===== config.mk =====
export PLATFORM = sky130hd
export DESIGN_NAME = gsts_cfg
export DESIGN_NICKNAME = d
export VERILOG_FILES = /design/src/rtl/gapped_sorted_table_search_macros.svh /design/src/rtl/gsts_pkg.sv /design/src/rtl/gsts_cfg.sv
export SDC_FILE = /design/constraint.sdc
export NUM_CORES = 1
export LEC_CHECK = 0
export ABC_AREA = 1
export BUFFER_PORTS_ARGS = -buffer_cell sky130_fd_sc_hd__buf_4
export CAP_MARGIN = 20
export CORE_MARGIN = 3
export CORE_UTILIZATION = 27
export DETAILED_ROUTE_END_ITERATION = 12
export PLACE_DENSITY = 0.74
export SLEW_MARGIN = 5
export SYNTH_ARGS = -nofsm -noshare
export SYNTH_HDL_FRONTEND = slang
export SYNTH_SLANG_ARGS = --single-unit

===== constraint.sdc =====
create_clock -name i_clk -period 0.8 [get_ports i_clk]
set_input_delay 0.16 -clock i_clk [delete_from_list [all_inputs] [get_ports i_clk]]
set_output_delay 0.16 -clock i_clk [all_outputs]
set_load 0.05 [all_outputs]

===== src/rtl/gapped_sorted_table_search_macros.svh =====
// ----------------------------------------------------------------------------
// Gapped sorted table search: assertion macros
// Clocked on i_clk and quiet while i_rst_n is low.
// ----------------------------------------------------------------------------
`ifndef GAPPED_SORTED_TABLE_SEARCH_MACROS_SVH
`define GAPPED_SORTED_TABLE_SEARCH_MACROS_SVH

// same-cycle implication
`define GSTS_AST_IMP(label, ante, cons, msg) \
    label: assert property (@(posedge i_clk) disable iff (!i_rst_n) (ante) |-> (cons)) \
        else $error(msg);

// next-cycle implication
`define GSTS_AST_NXT(label, ante, cons, msg) \
    label: assert property (@(posedge i_clk) disable iff (!i_rst_n) (ante) |=> (cons)) \
        else $error(msg);

`endif


===== src/rtl/gsts_pkg.sv =====
// ----------------------------------------------------------------------------
// Gapped sorted table search: shared package
// Field widths, command and status codes, controller/datapath structs.
// ----------------------------------------------------------------------------
package gsts_pkg;

    localparam int SLOTS_DEF = 1024;
    localparam int KEY_W     = 32;
    localparam int POS_W     = 10;
    localparam int STAT_W    = 2;
    localparam int OP_W      = 2;
    localparam int SPREAD_W  = 5;
    localparam int CFG_AW    = 3;
    localparam int CFG_DW    = 32;

    typedef logic [OP_W-1:0]   t_op;
    typedef logic [STAT_W-1:0] t_stat;
    typedef logic [1:0]        t_psel;

    localparam t_op OP_LOAD    = 2'd0;
    localparam t_op OP_SEARCH  = 2'd1;
    localparam t_op OP_REMOVE  = 2'd2;
    localparam t_op OP_RESTART = 2'd3;

    localparam t_stat ST_OK   = 2'd0;
    localparam t_stat ST_MISS = 2'd1;
    localparam t_stat ST_FULL = 2'd2;

    localparam t_psel PSEL_ZERO = 2'd0;
    localparam t_psel PSEL_LP   = 2'd1;
    localparam t_psel PSEL_MID  = 2'd2;

    localparam logic REG_SPREAD = 1'b0;

    typedef struct packed {
        logic  accept;
        logic  load_wr;
        logic  load_fin;
        logic  restart;
        logic  rd_h;
        logic  h_dbl;
        logic  h_clip;
        logic  h_dec;
        logic  bin_init;
        logic  rd_mid;
        logic  lo_up;
        logic  e_dn;
        logic  finish;
        logic  clr;
        t_stat res_st;
        t_psel res_pos;
    } t_cmd;

    typedef struct packed {
        t_op  op;
        logic full;
        logic load_last;
        logic grow;
        logic back_more;
        logic bin_go;
        logic hit;
        logic less;
    } t_sts;

endpackage


===== src/rtl/gsts_cfg.sv =====
// ----------------------------------------------------------------------------
// Gapped sorted table search: register port
// APB-style slave holding the spread register.
// ----------------------------------------------------------------------------
module gsts_cfg (
    input  logic                            i_clk,
    input  logic                            i_rst_n,
    input  logic                            psel,
    input  logic                            penable,
    input  logic                            pwrite,
    input  logic [gsts_pkg::CFG_AW-1:0]     paddr,
    input  logic [gsts_pkg::CFG_DW-1:0]     pwdata,
    output logic [gsts_pkg::CFG_DW-1:0]     prdata,
    output logic                            pready,
    output logic [gsts_pkg::SPREAD_W-1:0]   o_spread
);

    logic                          spread_hit;
    logic [gsts_pkg::SPREAD_W-1:0] r_spread;

    assign spread_hit = (paddr[gsts_pkg::CFG_AW-1:2] == gsts_pkg::REG_SPREAD);

    always_ff @(posedge i_clk) begin
        if (!i_rst_n) begin
            r_spread <= gsts_pkg::SPREAD_W'(1);
        end else if (psel && penable && pwrite && spread_hit) begin
            r_spread <= pwdata[gsts_pkg::SPREAD_W-1:0];
        end
    end

    assign prdata   = spread_hit ? gsts_pkg::CFG_DW'(r_spread) : '0;
    assign pready   = 1'b1;
    assign o_spread = r_spread;

endmodule


==> summary.md, run 1 <==
| Metric | Value |
|---|---|
| M1 GR Usage | `about 5.2%` |
| Final worst-path setup slack | `-0.231 ns` |
| CP arrival | `roughly 0.87 ns` |
| Pleak | `0.380 nW` |
| Seq/Total Area, Yosys | `20.5%` |
| Largest net degree at the start of global routing | `8` |
| Per-cell routed wire length | `7.44 µm` |
| DRC violations left | `0` |
| Die footprint | `around 2400 µm²` |
| Final ANT Viol Nets | `0` |
| Top Family by Delay on Critical Path | `flip-flops` |
| RD Place Congestion | `0.691` |
| RR Startpoint | `o_spread[2]` |
| Initial Util | `30.6%` |
| Hold Vio Cnt, Final | `0` |
| Slowest CP cell | `dfxtp_4` |
| Chip width | `48.5 µm` |
| Proportion of layout cells with a drive suffix above 1 | `between 40% and 50%` |
| CP max stage delay | `0.34 ns` |
| GR met2 Demand/Resource | `16.3%` |
| CTS Buf Count | `3` |
| H-tree depth | `1` |
| Critical path class | `flop to primary output` |
| R2R Setup Slk | `about 0.18 ns` |
| RSZ-0062 raised after global routing | `true` |
| GRT overflow | `0` |
| Worst Reg2Reg Path Length in Cells | `2` |
| Clock latency on the worst-skew pair | `0.24 ns` |
| TritonCTS clock tree | `built` |
| Area of the multi-input gates | `between 200 and 300 µm²` |
| CTS max path bufs | `2` |
| Final worst path period share | `129%` |
| Met3 Usage GRT | `about 3.1%` |
| Io pins | `78` |
| Crit. End Element | `primary output` |
| Die H | `~49 µm` |
| Crit path launch type | `flop` |
| Setup Total Neg Slack | `-1.91 ns` |
| Post-Synth Adder-Cell Area | `0%` |
| Final Skew | `0 ns` |
| Core box area | `between 1500 and 2000 µm²` |
| Yosys warnings | `0` |
| Xor/xnor share of the synthesized area | `0%` |
| Largest family of logic cells by synthesized area | `buffers and inverters` |
| Row count | `14` |
| First-pass GRT wire length | `1.36 mm` |
| Synth Area per Inst | `~6.5 µm²` |
| Seq cells post-synth | `5` |
| Vias in the first global route | `332` |
| Clock slew at reported path FFs | `roughly 0.05 ns` |
| Avg Vias per Cell | `3.53` |
| Crit path cell chain | `inv_2 > nor2_4 > buf_8` |
| Nets | `141` |
| Failing checks | `negative setup slack` |
| Worst R2R End | `o_spread[2]` |
| P&R area growth vs syn | `47.7%` |
| Min cycle time layout | `between 1 and 1.5 ns` |
| GRT busiest layer | `met2` |
| PwrDens | `1460 nW/µm²` |
| Routed WL | `923 µm` |
| Cts hold-fix bufs | `0` |
| Post-synthesis compound-gate area fraction | `1.03%` |
| Syn Inst Count | `75` |
| Root Driver | `clkbuf_4` |
| Max Cap Violations | `0` |
| Max FFs per register | `5` |
| Worst Setup SP | `o_spread[4]` |
| Via count | `between 400 and 500` |
| Multiplexer area fraction after synthesis | `0%` |
| N_diodes | `0` |
| Layout fillers | `145` |
| Final setup fails | `10` |
| Max Freq | `0.970 GHz` |
| CTS sink count | `5` |
| Cell count of the worst hold path | `3` |
| Required @ worst endpoint | `about 0.64 ns` |
| Slew Limit Fails | `0` |
| Drt pass-1 iters | `3` |
| CP Max Fanout | `3` |
| # port buffers | `20` |
| Gr usage total | `7.61%` |
| Worst vdd ir | `between 500 and 600 µV` |
| Post-Syn Area | `488 µm²` |
| Reg area | `~120 µm²` |
| Worst Hold End | `o_spread[0]` |
| Hold wc startpoint | `pwdata[0]` |
| Cell variety after synth | `12` |
| Antenna violations before repair | `0` |
| Status | `finished, violations left` |
| HP Class | `input pin to flop` |
| Worst path buffer plus inverter count | `2` |
| Starting DRT DRC Count | `2` |
| Synth Area in Simple Gates | `between 20 and 25%` |
| Total chip power | `1.05 mW` |
| Hpwl dp | `788 µm` |
[Yosys cell counts, drive strengths merged]
master / instances / area [µm²]
buf: 28 / 210
nand3: 5 / 25.0
nand2: 7 / 28.8
nor2: 15 / 66.3
dfxtp: 5 / 100
conb: 2 / 7.51
o21ai: 1 / 5.00
inv: 12 / 45.0
[repair_timing]
item	in CTS	in global routing
endpoints found under the setup margin	10	10
pin swaps	5	1
setup buffers	1	2
hold endpoints to repair	0	0
resized for setup	11	5
[cells by family after synthesis]
family	after synthesis
buffers and inverters	40
AND/OR/NAND/NOR	27
flip-flops	5
other	2
AO/OA/AOI/OAI	1
[metal layers]
metal	routed length, µm	share of wire (%)
met5	0	0
met4	0	0
met3	161	17
met2	512	55
met1	249	27
[power by group]
part           internal, mW  switching (mW)  total [mW]
combinational        0.0967           0.411       0.508
sequential            0.249         0.00848       0.257
clock                 0.188           0.100       0.289
[final cells by class]
cell class,count,share of cell area [%]
multi-input cells,56,37.2
repair buffers,23,32.3
flip-flops and latches,5,16.5
inverters,12,6.25
well taps,24,4.17
clock buffers,4,3.65
[placed cells by master (no fill, tap or decap), types with 5 or more instances in the layout]
master   synthesis  layout
nand2_1          6       6
nor2_1          13       8
buf_4           28      13
buf_8            0       6
nand3_1          5       5
nor2_4           1       6
inv_1           11       6
conb_1           2      28
inv_2            1       6
dfxtp_4          0       5
[how the worst max path moves through the flow]
stage | depth (start not counted) | slack (ns) | end
after global routing | 3 | -0.27 | prdata[4]
after global placement | 5 | -0.01 | o_spread[4]
after detailed placement | 5 | -0.03 | o_spread[1]
after CTS | 3 | -0.23 | prdata[2]
after floorplan | 2 | -0.13 | prdata[1]
final | 3 | -0.23 | prdata[4]
[stage by stage]
step	utilization (%)	std cells	setup slack, ns	hold slack (ns)	area [µm²]
3_3_place_gp	38.4	117	-0.0126	0.380	612
3_5_place_dp	38.4	117	-0.0290	0.380	612
6_report	45.2	124	-0.231	0.128	721
4_1_cts	43.1	122	-0.227	0.125	687
2_1_floorplan	-	101	-0.131	0.244	642
5_1_grt	45.2	124	-0.266	0.159	721
[worst reg2reg max path, stage by stage (launching register included)]
cell     delay [ns]
dfxtp_4        0.34
nor2_1         0.12
nor2_1         0.05
No activity file was read; power rests on OpenSTA's default activity.
==> inputs of run 2 (changes only) <==
--- a/config.mk
+++ b/config.mk
@@ -8,7 +8,7 @@
 export ABC_AREA = 1
 export BUFFER_PORTS_ARGS = -buffer_cell sky130_fd_sc_hd__buf_4
 export CAP_MARGIN = 20
-export CORE_MARGIN = 3
+export CORE_MARGIN = 2
 export CORE_UTILIZATION = 27
 export DETAILED_ROUTE_END_ITERATION = 12
 export PLACE_DENSITY = 0.74
==> summary.md, run 2 (synthesized netlist as in run 1, its figures left out) <==
| Metric | Value |
|---|---|
| Status | `finished, violations left (unchanged)` |
| Failing checks | `negative setup slack (unchanged)` |
| Final ANT Viol Nets | `0 (unchanged)` |
| CTS sink count | `5 (unchanged)` |
| Proportion of layout cells with a drive suffix above 1 | `45.0% (unchanged)` |
| Pleak | `0.379 nW (was 0.380 nW)` |
| Nets | `141 (unchanged)` |
| Net switching power | `0.534 mW (was 0.520 mW)` |
| N_diodes | `0 (unchanged)` |
| Pint | `0.533 mW (was 0.534 mW)` |
| Clock slew at reported path FFs | `0.05 ns (about the same)` |
| RSZ-0062 raised after global routing | `true (unchanged)` |
| Crit path launch type | `flop (unchanged)` |
| PwrDens | `1490 nW/µm² (was 1460 nW/µm²)` |
| Via count | `439 (was 438)` |
| Row count | `15 (was 14)` |
| HP Class | `input pin to flop (unchanged)` |
| Clock latency on the worst-skew pair | `0.25 ns (was 0.24 ns)` |
| Hold wc startpoint | `pwdata[0] (unchanged)` |
| Final worst path period share | `129% (about the same)` |
| Core box area | `1710 µm² (was 1590 µm²)` |
| Worst Hold End | `o_spread[0] (unchanged)` |
| Cell Count, Final, Fillers Out | `125 (was 124)` |
| Max FFs per register | `5 (unchanged)` |
| Required @ worst endpoint | `0.64 ns (about the same)` |
| Final Util | `41.8% (was 45.2%)` |
| Worst R2R End | `o_spread[0] (was o_spread[2])` |
| Final setup fails | `10 (unchanged)` |
| Dpl cells | `118 (was 117)` |
| Area of the multi-input gates | `268 µm² (unchanged)` |
| Max Freq | `0.966 GHz (was 0.970 GHz)` |
| Seq pwr share | `24.0% (was 24.4%)` |
| CTS Buf Count | `3 (unchanged)` |
| Gate power share | `47.7% (was 48.2%)` |
| Min cycle time layout | `1.03 ns (about the same)` |
| Crit. End Element | `primary output (unchanged)` |
| CP arrival | `0.87 ns (about the same)` |
| First-pass GRT wire length | `1.35 mm (was 1.36 mm)` |
| Per-cell routed wire length | `7.50 µm (was 7.44 µm)` |
| CTS max path bufs | `2 (unchanged)` |
| Critical path class | `flop to primary output (unchanged)` |
| RR Startpoint | `o_spread[0] (was o_spread[2])` |
| Worst Reg2Reg Path Length in Cells | `3 (was 2)` |
| GRT overflow | `0 (unchanged)` |
| Slew Limit Fails | `0 (unchanged)` |
| Largest net degree at the start of global routing | `8 (unchanged)` |
| Routed WL | `938 µm (was 923 µm)` |
| H-tree depth | `1 (unchanged)` |
| Reg area | `119 µm² (unchanged)` |
| Io pins | `78 (unchanged)` |
| Worst vdd ir | `398 µV (was 509 µV)` |
| RD Place Congestion | `0.781 (was 0.691)` |
| # port buffers | `20 (unchanged)` |
| Max Cap Violations | `0 (unchanged)` |
| Initial Util | `28.6% (was 30.6%)` |
| Gr usage total | `9.11% (was 7.61%)` |
| R2R Setup Slk | `0.06 ns (was 0.18 ns)` |
| Root Driver | `clkbuf_4 (unchanged)` |
| Most common cell after layout, fill and taps aside | `conb_1 (unchanged)` |
| Avg Vias per Cell | `3.51 (was 3.53)` |
| Die footprint | `2160 µm² (was 2350 µm²)` |
| Starting DRT DRC Count | `1 (was 2)` |
| Cell count of the worst hold path | `3 (unchanged)` |
| Final worst-path setup slack | `-0.235 ns (was -0.231 ns)` |
| TritonCTS clock tree | `built (unchanged)` |
| P&R area growth vs syn | `46.4% (was 47.7%)` |
| Hpwl dp | `786 µm (was 788 µm)` |
| Layout fillers | `167 (was 145)` |
| Worst Setup SP | `o_spread[0] (was o_spread[4])` |
| Switching Share | `50.0% (was 49.4%)` |
| Final Skew | `0 ns (unchanged)` |
| Hold Vio Cnt, Final | `0 (unchanged)` |
| DRC violations left | `0 (unchanged)` |
| Chip width | `46.5 µm (was 48.5 µm)` |
| Vias in the first global route | `381 (was 332)` |
| Most frequent cells in the layout | `conb_1 (28), buf_4 (14), nor2_1 (8) (was conb_1 (28), buf_4 (13), nor2_1 (8))` |
| CP Max Fanout | `2 (was 3)` |
| Clock Power Share | `28.3% (was 27.4%)` |
| Drt pass-1 iters | `2 (was 3)` |
| Antenna violations before repair | `0 (unchanged)` |
| Die H | `46.5 µm (was 48.5 µm)` |
-- run 2: cell counts in the layout (fill, tap and decap cells not counted) --
Identical to the previous run, type by type.
-- run 2: cell type report --
type / count / area share [%]
inverters: 12 / 6.30
flip-flops and latches: 5 / 16.6
repair buffers: 23 / 31.5
multi-input cells: 56 / 37.5
clock buffers: 4 / 3.68
well taps: 25 / 4.38
-- run 2: worst max-delay path by stage --
stage                       end  slack (ns)  cells past startpoint
detailed placement  o_spread[3]       -0.04                      6
CTS                   prdata[0]       -0.23                      3
finish                prdata[0]       -0.23                      3
global route          prdata[4]       -0.26                      3
global placement    o_spread[2]       -0.02                      5
floorplan             prdata[1]       -0.13                      2
-- run 2: what timing repair did --
action                     in CTS  in global routing
buffers inserted                1                  2
gates resized for setup         9                  5
hold buffers                    0                  0
pin swaps                       5                  1
setup endpoints to repair      10                 10
-- run 2: per-stage QoR --
stage                     hold slack, ns  TNS, ns  power, mW  setup WS (ns)  instance area, µm²
after floorplan                    0.244   -0.654      0.762         -0.131                 642
after global placement             0.376  -0.0560      0.735        -0.0197                 613
after detailed placement           0.387   -0.171      0.740        -0.0354                 613
after CTS                          0.128    -1.92       1.06         -0.233                 681
after global routing               0.163    -2.26       1.11         -0.260                 714
final                              0.125    -2.07       1.07         -0.235                 714
-- run 2: critical path, cell delays in order (launching register included) --
cell and delay [ns]:
dfxtp_4 0.34, inv_2 0.04, nor2_4 0.09, buf_8 0.15
-- run 2: power groups by stage --
stage	clock network (mW)	registers, mW	logic [mW]
global route	0.314	0.258	0.534
finish	0.302	0.256	0.509
floorplan	0	0.291	0.471
detailed placement	0	0.261	0.479
CTS	0.307	0.257	0.493
global placement	0	0.260	0.474
-- run 2: metal layers --
layer / routed length [µm] / track usage [%] / vias to the layer above
met5: 0 / 0 / -
met4: 12 / 5.14 / 0
met3: 127 / 2.35 / 2
met2: 534 / 19.7 / 37
met1: 264 / 6.56 / 189
li1: - / - / 211
