--- config.mk ---
export PLATFORM = sky130hd
export DESIGN_NAME = gsts_ctrl
export DESIGN_NICKNAME = d
export VERILOG_FILES = /design/src/rtl/gapped_sorted_table_search_macros.svh /design/src/rtl/gsts_pkg.sv /design/src/rtl/gsts_ctrl.sv
export SDC_FILE = /design/constraint.sdc
export NUM_CORES = 1
export LEC_CHECK = 0
export ABC_AREA = 1
export BUFFER_PORTS_ARGS = -buffer_cell sky130_fd_sc_hd__buf_2
export CAP_MARGIN = 20
export CORE_MARGIN = 2
export CORE_UTILIZATION = 35
export CTS_BUF_LIST = sky130_fd_sc_hd__clkbuf_2
export DETAILED_ROUTE_END_ITERATION = 6
export GPL_TIMING_DRIVEN = 0
export PLACE_DENSITY = 0.7
export SLEW_MARGIN = 20
export SYNTH_ARGS = -nofsm -noshare
export SYNTH_HDL_FRONTEND = slang
export SYNTH_SLANG_ARGS = --single-unit
export TNS_END_PERCENT = 50
--- constraint.sdc ---
create_clock -name i_clk -period 1 [get_ports i_clk]
set_input_delay 0.1 -clock i_clk [delete_from_list [all_inputs] [get_ports i_clk]]
set_output_delay 0.1 -clock i_clk [all_outputs]
set_load 0.01 [all_outputs]
--- src/rtl/gapped_sorted_table_search_macros.svh ---
// ----------------------------------------------------------------------------
// Gapped sorted table search: assertion macros
// Clocked on i_clk and quiet while i_rst_n is low.
// ----------------------------------------------------------------------------
`ifndef GAPPED_SORTED_TABLE_SEARCH_MACROS_SVH
`define GAPPED_SORTED_TABLE_SEARCH_MACROS_SVH

// same-cycle implication
`define GSTS_AST_IMP(label, ante, cons, msg) \
    label: assert property (@(posedge i_clk) disable iff (!i_rst_n) (ante) |-> (cons)) \
        else $error(msg);

// next-cycle implication
`define GSTS_AST_NXT(label, ante, cons, msg) \
    label: assert property (@(posedge i_clk) disable iff (!i_rst_n) (ante) |=> (cons)) \
        else $error(msg);

`endif

--- src/rtl/gsts_pkg.sv ---
// ----------------------------------------------------------------------------
// Gapped sorted table search: shared package
// Field widths, command and status codes, controller/datapath structs.
// ----------------------------------------------------------------------------
package gsts_pkg;

    localparam int SLOTS_DEF = 1024;
    localparam int KEY_W     = 32;
    localparam int POS_W     = 10;
    localparam int STAT_W    = 2;
    localparam int OP_W      = 2;
    localparam int SPREAD_W  = 5;
    localparam int CFG_AW    = 3;
    localparam int CFG_DW    = 32;

    typedef logic [OP_W-1:0]   t_op;
    typedef logic [STAT_W-1:0] t_stat;
    typedef logic [1:0]        t_psel;

    localparam t_op OP_LOAD    = 2'd0;
    localparam t_op OP_SEARCH  = 2'd1;
    localparam t_op OP_REMOVE  = 2'd2;
    localparam t_op OP_RESTART = 2'd3;

    localparam t_stat ST_OK   = 2'd0;
    localparam t_stat ST_MISS = 2'd1;
    localparam t_stat ST_FULL = 2'd2;

    localparam t_psel PSEL_ZERO = 2'd0;
    localparam t_psel PSEL_LP   = 2'd1;
    localparam t_psel PSEL_MID  = 2'd2;

    localparam logic REG_SPREAD = 1'b0;

    typedef struct packed {
        logic  accept;
        logic  load_wr;
        logic  load_fin;
        logic  restart;
        logic  rd_h;
        logic  h_dbl;
        logic  h_clip;
        logic  h_dec;
        logic  bin_init;
        logic  rd_mid;
        logic  lo_up;
        logic  e_dn;
        logic  finish;
        logic  clr;
        t_stat res_st;
        t_psel res_pos;
    } t_cmd;

    typedef struct packed {
        t_op  op;
        logic full;
        logic load_last;
        logic grow;
        logic back_more;
        logic bin_go;
        logic hit;
        logic less;
    } t_sts;

endpackage

--- src/rtl/gsts_ctrl.sv ---
// ----------------------------------------------------------------------------
// Gapped sorted table search: controller
// Sequences load writes, range doubling, backward scan and binary search.
// ----------------------------------------------------------------------------
module gsts_ctrl (
    input  logic            i_clk,
    input  logic            i_rst_n,
    input  logic            i_start,
    output logic            o_busy,
    input  gsts_pkg::t_sts  i_sts,
    output gsts_pkg::t_cmd  o_ctl
);

    localparam logic [3:0] S_IDLE    = 4'd0;
    localparam logic [3:0] S_DISP    = 4'd1;
    localparam logic [3:0] S_LOAD    = 4'd2;
    localparam logic [3:0] S_BND_RD  = 4'd3;
    localparam logic [3:0] S_BND_EV  = 4'd4;
    localparam logic [3:0] S_BCK_CLP = 4'd5;
    localparam logic [3:0] S_BCK_RD  = 4'd6;
    localparam logic [3:0] S_BCK_EV  = 4'd7;
    localparam logic [3:0] S_BIN_CHK = 4'd8;
    localparam logic [3:0] S_BIN_EV  = 4'd9;

    logic [3:0] r_state;
    logic [3:0] n_state;

    always_ff @(posedge i_clk) begin
        if (!i_rst_n) begin
            r_state <= S_IDLE;
        end else begin
            r_state <= n_state;
        end
    end

    always_comb begin
        o_ctl   = '0;
        n_state = r_state;
        unique case (r_state)
            S_IDLE: begin
                if (i_start) begin
                    o_ctl.accept = 1'b1;
                    n_state      = S_DISP;
                end
            end
            S_DISP: begin
                unique case (i_sts.op)
                    gsts_pkg::OP_LOAD: begin
                        if (i_sts.full) begin
                            o_ctl.finish  = 1'b1;
                            o_ctl.res_st  = gsts_pkg::ST_FULL;
                            o_ctl.res_pos = gsts_pkg::PSEL_ZERO;
                            n_state       = S_IDLE;
                        end else begin
                            n_state = S_LOAD;
                        end
                    end
                    gsts_pkg::OP_SEARCH, gsts_pkg::OP_REMOVE: begin
                        o_ctl.rd_h = 1'b1;
                        n_state    = S_BND_EV;
                    end
                    default: begin
                        o_ctl.restart = 1'b1;
                        o_ctl.finish  = 1'b1;
                        o_ctl.res_st  = gsts_pkg::ST_OK;
                        o_ctl.res_pos = gsts_pkg::PSEL_ZERO;
                        n_state       = S_IDLE;
                    end
                endcase
            end
            S_LOAD: begin
                o_ctl.load_wr = 1'b1;
                if (i_sts.load_last) begin
                    o_ctl.load_fin = 1'b1;
                    o_ctl.finish   = 1'b1;
                    o_ctl.res_st   = gsts_pkg::ST_OK;
                    o_ctl.res_pos  = gsts_pkg::PSEL_LP;
                    n_state        = S_IDLE;
                end
            end
            S_BND_RD: begin
                o_ctl.rd_h = 1'b1;
                n_state    = S_BND_EV;
            end
            S_BND_EV: begin
                if (i_sts.grow) begin
                    o_ctl.h_dbl = 1'b1;
                    n_state     = S_BND_RD;
                end else begin
                    n_state = S_BCK_CLP;
                end
            end
            S_BCK_CLP: begin
                o_ctl.h_clip = 1'b1;
                n_state      = S_BCK_RD;
            end
            S_BCK_RD: begin
                o_ctl.rd_h = 1'b1;
                n_state    = S_BCK_EV;
            end
            S_BCK_EV: begin
                if (i_sts.back_more) begin
                    o_ctl.h_dec = 1'b1;
                    n_state     = S_BCK_RD;
                end else begin
                    o_ctl.bin_init = 1'b1;
                    n_state        = S_BIN_CHK;
                end
            end
            S_BIN_CHK: begin
                if (i_sts.bin_go) begin
                    o_ctl.rd_mid = 1'b1;
                    n_state      = S_BIN_EV;
                end else begin
                    o_ctl.finish  = 1'b1;
                    o_ctl.res_st  = gsts_pkg::ST_MISS;
                    o_ctl.res_pos = gsts_pkg::PSEL_ZERO;
                    n_state       = S_IDLE;
                end
            end
            S_BIN_EV: begin
                priority if (i_sts.hit) begin
                    o_ctl.finish  = 1'b1;
                    o_ctl.clr     = (i_sts.op == gsts_pkg::OP_REMOVE);
                    o_ctl.res_st  = gsts_pkg::ST_OK;
                    o_ctl.res_pos = gsts_pkg::PSEL_MID;
                    n_state       = S_IDLE;
                end else if (i_sts.less) begin
                    o_ctl.lo_up = 1'b1;
                    n_state     = S_BIN_CHK;
                end else begin
                    o_ctl.e_dn = 1'b1;
                    n_state    = S_BIN_CHK;
                end
            end
            default: begin
                n_state = S_IDLE;
            end
        endcase
    end

    assign o_busy = (r_state != S_IDLE);

endmodule

==> PnR_summary.wiki, run 1 <==
{| class="wikitable"
! Metric !! Value
|-
| Status || finished, violations left
|-
| Failing checks || setup timing
|-
| Buffer cell driving the clock tree root || sky130_fd_sc_hd__clkbuf_2
|-
| Xor/xnor share of the synthesized area || 0
|-
| Endpoint arrival time on the critical path || 1.21 ns
|-
| Pin count of the biggest net entering global routing || 8
|-
| Cts bufs inserted || 3
|-
| Area Overhead vs Synth || 70.0%
|-
| Net count of the mapped netlist || between 100 and 150
|-
| Mux share of post-synthesis cell area || 0
|-
| Most common library cell in the layout ignoring fill and taps || sky130_fd_sc_hd__buf_2
|-
| Post-synthesis instance total || 89
|-
| Met1 layer wirelength in the final routing || slightly below 700 um
|-
| Total I/O pin count || 31
|-
| Post-detailed-route count of antenna-violating nets || 0
|-
| Count of non-filler cells in the finished layout || between 100 and 150
|-
| Placed cell areas || slightly below 700 um^2
|-
| Buffers on Ports || 30
|-
| Final Hold Viols || 0
|-
| Total power || 0.805 mW
|-
| Top layer reached by signal wires || met4
|-
| Setup violators final || 23
|-
| CTS tree || built
|-
| Top library cells by usage in the layout, fill and taps aside || 30 x sky130_fd_sc_hd__buf_2, 22 x sky130_fd_sc_hd__inv_1, 12 x sky130_fd_sc_hd__nor2_1, 11 x sky130_fd_sc_hd__nand2_1, 11 x sky130_fd_sc_hd__buf_4
|-
| #FFs+latches synth || 4
|-
| Horiz. Die Dim || 42.0 um
|-
| Setup tns final || -4.86 ns
|-
| Worst Setup Path Type || reg2out
|-
| Combinational group share of total power || 0.558
|-
| Post-route clock period utilization || 1.31
|-
| Timing-limited maximum frequency || roughly 760 MHz
|-
| HP Class || in2reg
|-
| VDD IR-drop max || 658 uV
|-
| Number of flip-flops under the largest register name || 4
|-
| Total DRC errors in the routed layout || 0
|-
| Initial antenna violation count || 0
|-
| Sequential group share of total power || 0.266
|-
| Normalized max-slew margin || 0.843
|-
| Number of rows created at floorplan || 13
|-
| Routed vias || between 700 and 800
|-
| Most area-hungry cell type in the Yosys netlist || sky130_fd_sc_hd__inv_1
|-
| Register clock-pin slew on the reported worst setup and hold paths || 0.04 ns
|-
| Setup clock skew after layout || 0.000535 ns
|-
| Actual slew at the worst max-slew pin || 0.234 ns
|-
| Smallest setup slack after layout || -0.308 ns
|-
| Clock sink count || 4
|-
| Yosys synthesis warning count || 0
|-
| Placed Cells || ~130
|-
| Length of routed met3 wiring || approximately 53 um
|-
| Via count of the first global-routing pass || 636
|-
| Post-Synth Adder-Cell Area || 0.0743
|-
| Length of routed met2 wiring || about 850 um
|-
| Largest reg by FF count || r_state
|-
| Post-route minimum period || 1.31 ns
|-
| Initial DRC count || 10
|-
| Part of the Yosys area used for sequential elements || 0.158
|-
| Initial DRT Pass Iterations || 4
|-
| First-pass GRT wire length || 2.53 mm
|-
| Total number of nets in the final design || 150
|-
| Maximum level of the CTS H-tree || 1
|-
| Clock tree buffer depth || 2
|-
| Cell-internal power || 0.455 mW
|-
| Sum of overflow across all layers after global routing || 0
|-
| Flip-flop cell with the highest count after synthesis || sky130_fd_sc_hd__dfxtp_1
|-
| Wire length after detailed routing || approximately 1.6 mm
|-
| Final Wtd Congestion || 0.854
|-
| Async SR Flop Fraction || 0
|-
| Mean instance size in the synthesized netlist || 5.68 um^2
|-
| Leakage power || 0.572 nW
|-
| Floorplan Core Area || 1320 um^2
|-
| Startpoint class of the critical path || register
|-
| Data required, critical path || 0.90 ns
|-
| RSZ-0062 raised after global routing || true
|-
| Die area || 1760 um^2
|-
| Number of cells on the worst hold path || 3
|-
| Simple-Gate Fraction of Synth Area || 0.463
|-
| Synth area leaders || sky130_fd_sc_hd__inv_1 18%, sky130_fd_sc_hd__dfxtp_1 16%, sky130_fd_sc_hd__nand2_1 10%
|-
| Maximum fanout count along the critical path || 5
|-
| Die height || roughly 42 um
|-
| Cell variety after synth || 19
|-
| Area of all placed cells without fillers || ~860 um^2
|-
| Gr usage total || 0.177
|-
| Number of enable-type register cells in the synthesized netlist || 0
|-
| Starting density of the core || 0.384
|-
| Combined area of all synthesized cells || around 510 um^2
|-
| Switching share of total power || 0.435
|-
| Worst-skew pair later-pin latency || 0.20 ns
|-
| Worst r2r path cells || 8
|-
| Wire length per cell after detailed routing || 10.8 um
|-
| Registers with the most flip-flops || r_state: 4 flops
|-
| Layout cells sized above 1 || 0.549
|-
| Max-cap violations || 0
|-
| Category of the worst setup path capture point || output port
|-
| Sw Pwr || 0.351 mW
|-
| Fin. max-slew vios || 0
|-
| Dominant combinational cell family by area after synthesis || simple AND/OR/NAND/NOR gates
|-
| Relative contribution of the clock network to total power || 0.176
|-
| Ant diodes || 0
|-
| Cell Pwr Density || between 900 and 1000 nW/um^2
|-
| Vias/cell || 4.76
|-
| Half-perimeter wire length after placement || 1.11 mm
|-
| Area fraction in compound gates after synthesis || 0.0891
|-
| Synth top area share || 0.178
|}
power by group through the flow:
stage | clock [mW] | sequential, mW | combinational (mW)
2_1_floorplan | 0 | 0.195 | 0.210
3_3_place_gp | 0 | 0.200 | 0.304
3_5_place_dp | 0 | 0.199 | 0.311
4_1_cts | 0.148 | 0.210 | 0.380
5_1_grt | 0.166 | 0.216 | 0.491
6_report | 0.142 | 0.214 | 0.449
Yosys cell counts (2+ instances only):
cell type	count
sky130_fd_sc_hd__inv_1	24
sky130_fd_sc_hd__nand2_1	14
sky130_fd_sc_hd__nor2_1	12
sky130_fd_sc_hd__inv_2	5
sky130_fd_sc_hd__nand3_1	5
sky130_fd_sc_hd__dfxtp_1	4
sky130_fd_sc_hd__nor2_2	4
sky130_fd_sc_hd__ha_1	3
sky130_fd_sc_hd__nand4_1	3
sky130_fd_sc_hd__nor3_1	3
sky130_fd_sc_hd__o211ai_1	3
sky130_fd_sc_hd__nand2_2	2
stage by stage:
| step | hold slack (ns) | utilization | setup slack, ns |
|---|---|---|---|
| 2_1_floorplan | 0.198 | - | -0.0353 |
| 3_3_place_gp | 0.297 | 0.517 | -0.221 |
| 3_5_place_dp | 0.304 | 0.517 | -0.249 |
| 4_1_cts | 0.0914 | 0.613 | -0.277 |
| 5_1_grt | 0.107 | 0.652 | -0.401 |
| 6_report | 0.103 | 0.652 | -0.308 |
worst max-delay path, stage by stage, from the launching register on:
cell and delay [ns]:
sky130_fd_sc_hd__dfxtp_4 0.37, sky130_fd_sc_hd__inv_4 0.10, sky130_fd_sc_hd__nand2_1 0.09, sky130_fd_sc_hd__nor2_4 0.10, sky130_fd_sc_hd__inv_1 0.07, sky130_fd_sc_hd__nor2_1 0.12, sky130_fd_sc_hd__buf_2 0.15
what timing repair did:
item | 4_1_cts | 5_1_grt
pin swaps | 6 | 6
gates resized for setup | 21 | 4
setup endpoints to repair | 23 | 23
setup buffers | 7 | 4
hold buffers | 0 | 0
cells by family after synthesis:
logic type                 count (synthesis)
AOI/OAI and AO/OA                          6
adders and majority gates                  3
buffers and inverters                     29
DFF                                        4
and+or+nand+nor                           47
path summary, 6_finish.rpt:
path,slack [ns],end,start
max reg2reg,-0.13,r_state[1],r_state[3]
max,-0.31,o_ctl[14],r_state[2]
min,0.10,r_state[3],i_rst_n
min reg2reg,0.70,r_state[0],r_state[3]
per-layer routing:
metal / track usage / vias to the layer above
met3: 0.0216 / 2
met2: 0.313 / 16
li1: - / 363
met5: 0 / -
met4: 0.0710 / 0
met1: 0.216 / 323
final cells by class:
cell class | instances | area (um^2)
timing repair buffer | 41 | 233
fill | 117 | 458
clock buffer | 3 | 15.0
tap | 15 | 18.8
multi-input combinational | 56 | 379
inverter | 29 | 119
sequential | 4 | 95.1
Power figures use the tool's default switching activity.
==> run 2, diff against run 1 <==
Settings changed: CORE_MARGIN 2 to unset, PLACE_DENSITY 0.7 to unset, PLACE_DENSITY_LB_ADDON set to 0.08, SETUP_SLACK_MARGIN set to 0.15.
==> run 2 against run 1 <==
The flow still finishes with violations (setup timing); first-iteration DRC count increased by 60%; clock power grew 23%; utilization rose by 9.9 points; clock skew up 0.0058 ns; non-clock buffer count rose by 7; largest cell class unchanged; largest power group unchanged.
==> PnR_summary.wiki, run 2 (synthesis results as in run 1) <==
{| class="wikitable"
! Metric !! Value
|-
| Status || finished, violations left
|-
| Failing checks || setup timing
|-
| Filler Cells Inserted || 105 (-10%)
|-
| Die height || 40.0 um (-4.8%)
|-
| Registers with the most flip-flops || r_state: 4 flops
|-
| Category of the worst setup path capture point || output port
|-
| Fin. max-slew vios || 0 (unchanged)
|-
| Vias/cell || 4.85 (+1.9%)
|-
| Ant diodes || 0 (unchanged)
|-
| Half-perimeter wire length after placement || 1.08 mm (-2.7%)
|-
| Hold slack || 0.0878 ns (-0.0153 ns)
|-
| Total DRC errors in the routed layout || 0 (unchanged)
|-
| Post-route minimum period || 1.30 ns (-0.00637 ns)
|-
| Setup clock skew after layout || 0.00633 ns (+0.00580 ns)
|-
| Final Hold Viols || 0 (unchanged)
|-
| Clock tree buffer depth || 2 (unchanged)
|-
| Via count of the first global-routing pass || 565 (-11%)
|-
| Met3 usage || 0.117 (+0.0951)
|-
| Total I/O pin count || 31 (unchanged)
|-
| Register clock-pin slew on the reported worst setup and hold paths || 0.04 ns (about the same)
|-
| Final Wtd Congestion || 0.865 (+1.3%)
|-
| Cell Pwr Density || 942 nW/um^2 (+0.54%)
|-
| Layout cells sized above 1 || 0.645 (+0.0965)
|-
| Wire length per cell after detailed routing || 10.9 um (+0.90%)
|-
| Starting density of the core || 0.384 (unchanged)
|-
| Number of rows created at floorplan || 13 (unchanged)
|-
| Data required, critical path || 0.90 ns (about the same)
|-
| Buffer cell driving the clock tree root || sky130_fd_sc_hd__clkbuf_2
|-
| Total number of nets in the final design || 157 (+4.7%)
|-
| Pin count of the biggest net entering global routing || 8 (unchanged)
|-
| Cts bufs inserted || 3 (unchanged)
|-
| Most common library cell in the layout ignoring fill and taps || sky130_fd_sc_hd__buf_2
|-
| Maximum level of the CTS H-tree || 1 (unchanged)
|-
| Utilization after layout || 0.751 (+0.0988)
|-
| HP Class || in2reg
|-
| Initial DRT Pass Iterations || 4 (unchanged)
|-
| Most Used Layer, Global Route || met2
|-
| Leakage power || 0.607 nW (+6.1%)
|-
| Area Overhead vs Synth || 95.8%
|-
| VDD IR-drop max || 869 uV (+32%)
|-
| Top library cells by usage in the layout, fill and taps aside || 26 x sky130_fd_sc_hd__buf_2, 19 x sky130_fd_sc_hd__inv_1, 16 x sky130_fd_sc_hd__buf_4, 10 x sky130_fd_sc_hd__nand2_1, 7 x sky130_fd_sc_hd__nor2_2
|-
| Gr usage total || 0.217 (+0.0401)
|-
| Worst-skew pair later-pin latency || 0.21 ns (about the same)
|-
| Routed vias || 756 (+7.4%)
|-
| Initial antenna violation count || 0 (unchanged)
|-
| Startpoint class of the critical path || register
|-
| Maximum fanout count along the critical path || 4 (-1)
|-
| Floorplan Core Area || 1320 um^2 (unchanged)
|-
| Number of buffers inserted for hold repair after clock tree synthesis || 0 (unchanged)
|-
| Sum of overflow across all layers after global routing || 0 (unchanged)
|-
| Worst Setup Path Type || reg2out
|-
| Wire length after detailed routing || 1.71 mm (+6.4%)
|-
| Setup violators final || 23 (unchanged)
|-
| Setup tns final || -4.84 ns (+0.0199 ns)
|-
| First-pass GRT wire length || 2.27 mm (-10%)
|-
| Normalized max-slew margin || 0.851 (+0.00779)
|-
| Met1 usage in global routing || 0.229 (+0.0137)
|-
| Largest reg by FF count || r_state
|-
| Buffers on Ports || 30 (unchanged)
|-
| Horiz. Die Dim || 40.0 um (-4.8%)
|-
| Initial DRC count || 16 (+6)
|-
| Met2 track demand over resource in global routing || 0.379 (+0.0665)
|-
| Clock sink count || 4 (unchanged)
|-
| Number of flip-flops under the largest register name || 4 (unchanged)
|-
| Timing-limited maximum frequency || 768 MHz (+0.49%)
|-
| Actual slew at the worst max-slew pin || 0.222 ns (-0.0116 ns)
|-
| Die area || 1600 um^2 (-9.3%)
|-
| Post-detailed-route count of antenna-violating nets || 0 (unchanged)
|-
| CTS tree || built
|-
| Max-cap violations || 0 (unchanged)
|-
| Endpoint arrival time on the critical path || 1.20 ns (about the same)
|-
| Smallest setup slack after layout || -0.302 ns (+0.00637 ns)
|-
| Total power || 0.932 mW (+16%)
|-
| RSZ-0062 raised after global routing || true
|-
| Post-route clock period utilization || 1.30 (-0.00637)
|-
| Worst slack at placement || -0.113 ns (+0.136 ns)
|}
## run 2: changes by cell type in the layout (fill, tap and decap cells not counted), sizes merged
cell    before  now
buf         41   48
clkbuf       3    4
## run 2: stage by stage
| step | instance area, um^2 | instances |
|---|---|---|
| after floorplan | 557 | 89 |
| after global placement | 726 | 134 |
| after detailed placement | 726 | 134 |
| after CTS | 852 | 147 |
| after global routing | 990 | 156 |
| final | 990 | 156 |
## run 2: final timing paths
path,cells after the start,to,from,slack [ns]
min,3,r_state[3],i_rst_n,0.09
max reg2reg,8,r_state[0],r_state[1],-0.24
max,5,o_ctl[13],r_state[2],-0.30
min reg2reg,5,r_state[1],r_state[2],0.75
## run 2: layout make-up
type | count | area, um^2 | share of cell area
Sequential cell | 4 | 95.1 | 0.0961
Tap cell | 15 | 18.8 | 0.0190
Clock buffer | 4 | 20.0 | 0.0202
Multi-Input combinational cell | 56 | 414 | 0.418
Timing Repair Buffer | 48 | 318 | 0.321
Inverter | 29 | 124 | 0.125
## run 2: critical path: stages (launching register included)
cell                       delay, ns
sky130_fd_sc_hd__dfxtp_4        0.37
sky130_fd_sc_hd__nor2_4         0.16
sky130_fd_sc_hd__buf_6          0.13
sky130_fd_sc_hd__o211ai_1       0.11
sky130_fd_sc_hd__nand2_1        0.11
sky130_fd_sc_hd__buf_6          0.11
## run 2: timing repair
| action | 4_1_cts | 5_1_grt |
|---|---|---|
| pin swaps | 8 | 9 |
| hold endpoints to repair | 0 | 0 |
| setup buffers | 9 | 9 |
| gates resized for setup | 11 | 17 |
| endpoints found under the setup margin | 23 | 23 |
## run 2: per-layer routing
metal / vias up / wire length, um
li1: 373 / -
met1: 349 / 682
met2: 34 / 893
met3: 0 / 132
met4: 0 / 0
met5: - / 0
## run 2: power by group
part / internal (mW) / switching (mW) / total [mW]
sequential: 0.176 / 0.0390 / 0.215
clock: 0.105 / 0.0696 / 0.175
combinational: 0.256 / 0.286 / 0.542
total: 0.538 / 0.395 / 0.932
